==> src/hdl/fnso_pkg.sv <==
`timescale 1ns / 1ps

package fnso_pkg;

  localparam int MAX_SIDE        = 4096;
  localparam int NUMBER_BITS_DEF = 32;
  localparam int COORD_W         = $clog2(MAX_SIDE);
  localparam int CFG_W           = 13;
  localparam int PIX_W           = 16;
  localparam int FRAME_W         = 32;
  localparam int BIT_IDX_W       = $clog2(FRAME_W);
  localparam int REM_STEPS       = 8;
  localparam int REM_STAGES      = FRAME_W / REM_STEPS;
  localparam int CFG_IDX_W       = 3;

  localparam logic [CFG_IDX_W-1:0] REG_NUM_COLS     = 3'd0;
  localparam logic [CFG_IDX_W-1:0] REG_NUM_ROWS     = 3'd1;
  localparam logic [CFG_IDX_W-1:0] REG_BLOCK_SIZE   = 3'd2;
  localparam logic [CFG_IDX_W-1:0] REG_MARKER_SIZE  = 3'd3;
  localparam logic [CFG_IDX_W-1:0] REG_DARK_LEVEL   = 3'd4;
  localparam logic [CFG_IDX_W-1:0] REG_BRIGHT_LEVEL = 3'd5;

  typedef enum logic [1:0] {
    MARK_PASS   = 2'd0,
    MARK_BLOCK  = 2'd1,
    MARK_MARKER = 2'd2
  } mark_kind_t;

  typedef struct packed {
    logic [PIX_W-1:0]   pixel_in;
    logic [COORD_W-1:0] column;
    logic [COORD_W-1:0] row;
    logic [FRAME_W-1:0] frame_number;
  } in_item_t;

  typedef struct packed {
    logic [PIX_W-1:0] pixel_out;
    mark_kind_t       mark_kind;
  } out_item_t;

  typedef struct packed {
    logic [CFG_W-1:0] num_cols;
    logic [CFG_W-1:0] num_rows;
    logic [CFG_W-1:0] block_size;
    logic [CFG_W-1:0] marker_size;
    logic [PIX_W-1:0] dark_level;
    logic [PIX_W-1:0] bright_level;
  } cfg_t;

  typedef struct packed {
    logic             marker_ok;
    logic [CFG_W-1:0] marker_top;
    logic [CFG_W-1:0] travel;
  } geom_t;

  typedef struct packed {
    logic [PIX_W-1:0]   pixel_in;
    logic [COORD_W-1:0] column;
    logic               marker_row;
    logic               block_hit;
    logic               block_bit;
  } side_t;

  typedef struct packed {
    logic [FRAME_W-1:0] product;
    logic [CFG_W-1:0]   rem;
    side_t              side;
  } rem_item_t;

endpackage

==> src/hdl/fnso_regs.sv <==
`timescale 1ns / 1ps

module fnso_regs
  import fnso_pkg::*;
(
  input  logic                 clk,
  input  logic                 rst,
  input  logic                 cfg_valid,
  output logic                 cfg_ready,
  input  logic [CFG_IDX_W-1:0] cfg_index,
  input  logic [PIX_W-1:0]     cfg_data,
  output cfg_t                 cfg,
  output geom_t                geom
);

  logic [CFG_W:0] marker_twice;

  assign cfg_ready = 1'b1;

  always_ff @(posedge clk) begin
    if (rst) begin
      cfg.num_cols     <= CFG_W'(2048);
      cfg.num_rows     <= CFG_W'(2048);
      cfg.block_size   <= CFG_W'(32);
      cfg.marker_size  <= CFG_W'(170);
      cfg.dark_level   <= '0;
      cfg.bright_level <= '1;
    end else if (cfg_valid) begin
      unique case (cfg_index)
        REG_NUM_COLS:     cfg.num_cols     <= cfg_data[CFG_W-1:0];
        REG_NUM_ROWS:     cfg.num_rows     <= cfg_data[CFG_W-1:0];
        REG_BLOCK_SIZE:   cfg.block_size   <= cfg_data[CFG_W-1:0];
        REG_MARKER_SIZE:  cfg.marker_size  <= cfg_data[CFG_W-1:0];
        REG_DARK_LEVEL:   cfg.dark_level   <= cfg_data;
        REG_BRIGHT_LEVEL: cfg.bright_level <= cfg_data;
        default: ;
      endcase
    end
  end

  always_comb begin
    marker_twice    = {cfg.marker_size, 1'b0};
    geom.marker_ok  = (cfg.marker_size != '0) && (cfg.num_cols > cfg.marker_size) &&
                      ({1'b0, cfg.num_rows} > marker_twice);
    geom.marker_top = cfg.num_rows - marker_twice[CFG_W-1:0];
    geom.travel     = cfg.num_cols - cfg.marker_size;
  end

endmodule

==> src/hdl/fnso_front.sv <==
`timescale 1ns / 1ps

module fnso_front
  import fnso_pkg::*;
#(
  parameter int NUMBER_BITS = NUMBER_BITS_DEF
) (
  input  logic      clk,
  input  logic      rst,
  input  cfg_t      cfg,
  input  geom_t     geom,
  input  logic      up_valid,
  output logic      up_ready,
  input  in_item_t  up_data,
  output logic      down_valid,
  input  logic      down_ready,
  output rem_item_t down_data
);

  localparam int QW = (NUMBER_BITS > 1) ? $clog2(NUMBER_BITS) : 1;
  localparam int DW = CFG_W + QW;

  logic [DW-1:0]        span;
  logic [DW-1:0]        part;
  logic [QW-1:0]        quo;
  logic [BIT_IDX_W-1:0] bit_idx;
  logic [COORD_W:0]     row_off;
  logic [FRAME_W-1:0]   step;
  logic                 in_frame;
  rem_item_t            item_next;

  always_comb begin
    span = DW'(cfg.block_size) * DW'(NUMBER_BITS);
    part = DW'(up_data.column);
    quo  = '0;
    for (int k = QW - 1; k >= 0; k--) begin
      if (part >= (DW'(cfg.block_size) << k)) begin
        part   = part - (DW'(cfg.block_size) << k);
        quo[k] = 1'b1;
      end
    end
    bit_idx  = BIT_IDX_W'(NUMBER_BITS - 1) - BIT_IDX_W'(quo);
    in_frame = ({1'b0, up_data.column} < cfg.num_cols) &&
               ({1'b0, up_data.row} < cfg.num_rows);
    row_off  = {1'b0, up_data.row} - geom.marker_top;

    step = FRAME_W'({1'b0, cfg.marker_size[CFG_W-1:2]}) + FRAME_W'(1);

    item_next.product         = up_data.frame_number * step;
    item_next.rem             = '0;
    item_next.side.pixel_in   = up_data.pixel_in;
    item_next.side.column     = up_data.column;
    item_next.side.marker_row = in_frame && geom.marker_ok &&
                                ({1'b0, up_data.row} >= geom.marker_top) &&
                                (row_off < cfg.marker_size);
    item_next.side.block_hit  = in_frame && (cfg.block_size != '0) &&
                                ({1'b0, up_data.row} < cfg.block_size) &&
                                (DW'(up_data.column) < span);
    item_next.side.block_bit  = up_data.frame_number[bit_idx];
  end

  assign up_ready = !down_valid || down_ready;

  always_ff @(posedge clk) begin
    if (rst) begin
      down_valid <= 1'b0;
    end else if (up_ready) begin
      down_valid <= up_valid;
    end
  end

  always_ff @(posedge clk) begin
    if (up_ready && up_valid) begin
      down_data <= item_next;
    end
  end

endmodule

==> src/hdl/fnso_rem_stage.sv <==
`timescale 1ns / 1ps

module fnso_rem_stage
  import fnso_pkg::*;
(
  input  logic      clk,
  input  logic      rst,
  input  geom_t     geom,
  input  logic      up_valid,
  output logic      up_ready,
  input  rem_item_t up_data,
  output logic      down_valid,
  input  logic      down_ready,
  output rem_item_t down_data
);

  logic [CFG_W:0]   trial;
  logic [CFG_W-1:0] rem;
  logic [FRAME_W-1:0] prod;
  rem_item_t        item_next;

  // Each step brings down the next product bit; the remainder stays below the travel.
  always_comb begin
    rem  = up_data.rem;
    prod = up_data.product;
    for (int k = 0; k < REM_STEPS; k++) begin
      trial = {rem, prod[FRAME_W-1]};
      prod  = prod << 1;
      if (trial >= {1'b0, geom.travel}) begin
        rem = CFG_W'(trial - {1'b0, geom.travel});
      end else begin
        rem = trial[CFG_W-1:0];
      end
    end
    item_next         = up_data;
    item_next.product = prod;
    item_next.rem     = rem;
  end

  assign up_ready = !down_valid || down_ready;

  always_ff @(posedge clk) begin
    if (rst) begin
      down_valid <= 1'b0;
    end else if (up_ready) begin
      down_valid <= up_valid;
    end
  end

  always_ff @(posedge clk) begin
    if (up_ready && up_valid) begin
      down_data <= item_next;
    end
  end

endmodule

==> src/hdl/fnso_select.sv <==
`timescale 1ns / 1ps

module fnso_select
  import fnso_pkg::*;
(
  input  logic      clk,
  input  logic      rst,
  input  cfg_t      cfg,
  input  logic      up_valid,
  output logic      up_ready,
  input  rem_item_t up_data,
  output logic      down_valid,
  input  logic      down_ready,
  output out_item_t down_data
);

  logic [CFG_W-1:0] col_ext;
  logic [CFG_W-1:0] col_off;
  logic             col_hit;
  out_item_t        item_next;

  always_comb begin
    col_ext = {1'b0, up_data.side.column};
    col_off = col_ext - up_data.rem;
    col_hit = (col_ext >= up_data.rem) && (col_off < cfg.marker_size);
    if (up_data.side.marker_row && col_hit) begin
      item_next.pixel_out = cfg.bright_level;
      item_next.mark_kind = MARK_MARKER;
    end else if (up_data.side.block_hit) begin
      item_next.pixel_out = up_data.side.block_bit ? cfg.bright_level : cfg.dark_level;
      item_next.mark_kind = MARK_BLOCK;
    end else begin
      item_next.pixel_out = up_data.side.pixel_in;
      item_next.mark_kind = MARK_PASS;
    end
  end

  assign up_ready = !down_valid || down_ready;

  always_ff @(posedge clk) begin
    if (rst) begin
      down_valid <= 1'b0;
    end else if (up_ready) begin
      down_valid <= up_valid;
    end
  end

  always_ff @(posedge clk) begin
    if (up_ready && up_valid) begin
      down_data <= item_next;
    end
  end

endmodule

==> src/hdl/frame_number_stamp_overlay.sv <==
`timescale 1ns / 1ps

// Stamps a frame number as a row of square blocks along the top of a frame and
// draws a moving square marker near the bottom, one pixel per transaction.
// Input channel in_valid/in_ready/in_data carries a pixel with its column, row
// and frame number; output channel out_valid/out_ready/out_data returns the
// overlaid pixel and the kind of mark applied to it.
// Configuration writes arrive on cfg_valid/cfg_ready with cfg_index and
// cfg_data; cfg_ready is always high. The user must make writes only while no
// pixel is in flight; the block itself does not enforce this.
// Throughput is one pixel per clock while the output is not stalled. The
// marker position is reduced by a remainder pipeline of four stages, eight
// bits each, behind a multiply and block index stage.
// Each stage holds its item while the next one is full, so a stall at the
// output fills the bubbles first and then lowers in_ready; nothing is lost
// or repeated.
// Synchronous reset empties the pipeline and loads the default register set.

module frame_number_stamp_overlay
  import fnso_pkg::*;
#(
  parameter int NUMBER_BITS = NUMBER_BITS_DEF
) (
  input  logic                 clk,
  input  logic                 rst,
  input  logic                 cfg_valid,
  output logic                 cfg_ready,
  input  logic [CFG_IDX_W-1:0] cfg_index,
  input  logic [PIX_W-1:0]     cfg_data,
  input  logic                 in_valid,
  output logic                 in_ready,
  input  in_item_t             in_data,
  output logic                 out_valid,
  input  logic                 out_ready,
  output out_item_t            out_data
);

  cfg_t      cfg;
  geom_t     geom;
  logic      link_valid [REM_STAGES+1];
  logic      link_ready [REM_STAGES+1];
  rem_item_t link_data  [REM_STAGES+1];

  fnso_regs u_regs (
    .clk       (clk),
    .rst       (rst),
    .cfg_valid (cfg_valid),
    .cfg_ready (cfg_ready),
    .cfg_index (cfg_index),
    .cfg_data  (cfg_data),
    .cfg       (cfg),
    .geom      (geom)
  );

  fnso_front #(
    .NUMBER_BITS (NUMBER_BITS)
  ) u_front (
    .clk        (clk),
    .rst        (rst),
    .cfg        (cfg),
    .geom       (geom),
    .up_valid   (in_valid),
    .up_ready   (in_ready),
    .up_data    (in_data),
    .down_valid (link_valid[0]),
    .down_ready (link_ready[0]),
    .down_data  (link_data[0])
  );

  for (genvar g = 0; g < REM_STAGES; g++) begin : g_rem
    fnso_rem_stage u_rem (
      .clk        (clk),
      .rst        (rst),
      .geom       (geom),
      .up_valid   (link_valid[g]),
      .up_ready   (link_ready[g]),
      .up_data    (link_data[g]),
      .down_valid (link_valid[g+1]),
      .down_ready (link_ready[g+1]),
      .down_data  (link_data[g+1])
    );
  end

  fnso_select u_select (
    .clk        (clk),
    .rst        (rst),
    .cfg        (cfg),
    .up_valid   (link_valid[REM_STAGES]),
    .up_ready   (link_ready[REM_STAGES]),
    .up_data    (link_data[REM_STAGES]),
    .down_valid (out_valid),
    .down_ready (out_ready),
    .down_data  (out_data)
  );

endmodule
==> config.mk <==
export PLATFORM = sky130hd
export DESIGN_NAME = frame_number_stamp_overlay
export DESIGN_NICKNAME = d
export VERILOG_FILES = /design/src/hdl/fnso_pkg.sv /design/src/hdl/fnso_regs.sv /design/src/hdl/fnso_front.sv /design/src/hdl/fnso_rem_stage.sv /design/src/hdl/fnso_select.sv /design/src/hdl/frame_number_stamp_overlay.sv
export SDC_FILE = /design/constraint.sdc
export NUM_CORES = 2
export LEC_CHECK = 0
export BUFFER_PORTS_ARGS = -buffer_cell sky130_fd_sc_hd__buf_2
export CORE_ASPECT_RATIO = 1.75
export CORE_MARGIN = 4
export CORE_UTILIZATION = 35
export DETAILED_ROUTE_END_ITERATION = 10
export RECOVER_POWER = 50
export SLEW_MARGIN = 20
export SYNTH_ARGS = -nofsm -noshare
export SYNTH_HDL_FRONTEND = slang
export SYNTH_HIERARCHICAL = 1
export SYNTH_SLANG_ARGS = --single-unit
==> constraint.sdc <==
create_clock -name clk -period 24.9 [get_ports clk]
set_clock_uncertainty 0.05 [all_clocks]
set_input_delay 1.245 -clock clk [delete_from_list [all_inputs] [get_ports clk]]
set_output_delay 1.245 -clock clk [all_outputs]
set_load 0.05 [all_outputs]
==> results.txt <==
----------------------------------------------------
[Drt]
  Vias ... 51.1k
  Remaining design rule violation count ... 0
  Number of vias per cell after detailed routing ... 5.67
  Drt wl/cell ... 21.6 um
  Initial DRC Count ... 2964
  Detailed Routing Iterations Pass 1 ... 7
  Detail Route Antenna Nets ... 0
  Total wire length after detailed routing ... 194 mm

[Clock network]
  Max clock buf depth ... 3
  Max H-tree Level ... 2
  Insertion delay of the later-clocked pin in the worst-skew pair ... 640 ps
  CTS Hold Buffers Added ... 0
  Clock tree from TritonCTS ... done
  CTS root buf ... clkbuf_16
  CTS sink cnt ... 395
  Clock buffer count from CTS ... 45
  Clock slew at reported path FFs ... 70 ps

[Final layout]
  Ratio of cells with drive above 1 in the final layout ... 0.120
  Number of nets at the end of the flow ... 7915
  Layout Area Growth over Synthesis ... 12.1%

[GRT]
  Wire length of the first global-routing pass ... 295 mm
  Number of antenna violations at the first check in global routing ... 17
  Number of global-route vias before repair ... 52.9k
  Total routing usage reported by global routing ... 0.227
  Aggregate global routing overflow ... 0
  Maximum number of pins on one net before global-route repair ... 91

[Timing]
  Final hold violations ... 0
  Worst-case headroom to the max-slew limit ... -1.88
  Post-layout min period ... 23590 ps
  Total of endpoints with negative setup slack in the final report ... 0
  Max frequency ... 42.4 MHz
  Post-route clock period utilization ... 0.948
  Final Max Slew Viols ... 159
  Slew at the pin closest to its max-slew limit ... 4320 ps
  Smallest setup slack after layout ... 1310 ps

[Floorplanning]
  Area of the die ... 167000 sq um
  Count of pins on the block boundary ... 117
  Die Y ... 537 um
  Starting density of the core ... 0.351
  DIE WIDTH ... 310 um
  Core outline area ... 159000 sq um
  # rows ... 194

[Logic synthesis]
  Synth Warn # ... 6
  Cell area after technology mapping ... 56000 sq um
  Synthesized instance count ... 6589
  Synth Area per Inst ... 8.50 sq um

[Worst hold path]
  Worst min-delay path category ... register to register

[Flow run]
  Max-capacitance violation count ... 3

[Place]
  Post-detail-place hpwl ... 158 mm
  Port Buffer Count ... 115
  Post-placement worst setup slack ... -751 ps
  Gp weighted congestion ... 0.964

[Critical path]
  CP endpoint kind ... register
  Critical path data required time ... 25220 ps
  Worst path arrival time ... 23920 ps
  Startpoint-to-endpoint class of the critical path ... register to register
  Maximum fanout along the worst path ... 16
  Maximum single-stage delay on the critical path ... 640 ps
  Worst path slowest cell ... nor4_1
  Element type at the critical path start ... register

[Outcome]
  Run status ... finished with violations
  Failing checks ... capacitance limit, slew limit

----------------------------------------------------
-- worst max-delay path, delay by kind of cell (launching register included) --
kind / cells / cell delay [ps]
flops: 1 / 410
compound gates: 56 / 12050
buf+inv: 11 / 2010
xor+xnor: 1 / 150
fa+ha+maj: 9 / 3390
mux: 5 / 1880
simple gates: 17 / 3320
-- through the flow --
stage          hold slack [ps]  instances  TNS (ps)  cell area (sq um)  utilization
4_1_cts                    335       8979         0              62500        0.392
5_1_grt                    350       9000      -527              62800        0.394
3_3_place_gp               352       8896     -6900              60900        0.382
6_report                   339       9002         0              62800        0.394
3_5_place_dp               355       8896     -8370              60900        0.382
2_1_floorplan              350       6601         0              56100            -
-- registers in the layout (all words and copies together), names as in the netlist --
signal,cells
g_rem.u_rem/down_data,224
u_regs/cfg,84
u_front/down_data,63
u_select/down_data,18
g_rem.u_rem/down_valid,4
u_front/down_valid,1
u_select/down_valid,1
-- area by class of cell --
| class | count | area, sq um |
|---|---|---|
| flip-flops and latches | 395 | 11000 |
| well taps | 2058 | 2570 |
| clock inverters | 35 | 444 |
| diodes | 5 | 12.5 |
| repair buffers | 454 | 3160 |
| inverters | 674 | 2550 |
| multi-input cells | 5333 | 41900 |
| fillers | 16100 | 96700 |
| clock buffers | 48 | 1140 |
-- layer usage --
layer | global-route usage | part of all wire
met5 | 0 | 0.00061
met1 | 0.235 | 0.36
met4 | 0.150 | 0.077
met3 | 0.0207 | 0.039
met2 | 0.430 | 0.52
-- repair_timing --
action                     in CTS  in global routing
resized for setup               4                 45
buffers inserted                0                 18
hold endpoints to repair        0                  0
setup endpoints to repair      13                 52
pin swaps                       0                  2
-- path summary, 6_finish.rpt --
path                                                              from                                      to  slack (ps)  depth (start not counted)
worst max-delay path                       u_regs/cfg[33]$_SDFFE_PP1P_  g_rem[3].u_rem/down_data[38]$_DFFE_PP_        1310                         99
worst max register to register             u_regs/cfg[33]$_SDFFE_PP1P_  g_rem[3].u_rem/down_data[38]$_DFFE_PP_        1310                         99
worst min-delay path            g_rem[1].u_rem/down_data[63]$_DFFE_PP_  g_rem[2].u_rem/down_data[71]$_DFFE_PP_         340                          0
worst min register to register  g_rem[1].u_rem/down_data[63]$_DFFE_PP_  g_rem[2].u_rem/down_data[71]$_DFFE_PP_         340                          0
-- placed cells by master, fill, tap and decap left out, drive strengths merged, types with 90 or more instances in the layout --
cell / count
a21o: 173
a21oi: 457
buf: 431
dfxtp: 90
edfxtp: 305
fa: 279
ha: 637
inv: 678
mux2: 129
mux2i: 171
nand2: 704
nand2b: 98
nand3: 107
nand4: 99
nor2: 402
nor2b: 193
nor3: 113
o21a: 105
o21ai: 338
xnor2: 254
xor2: 132
Power is not shown: default switching activity piles up to over one toggle a cycle in this logic, so the estimate is an artifact.
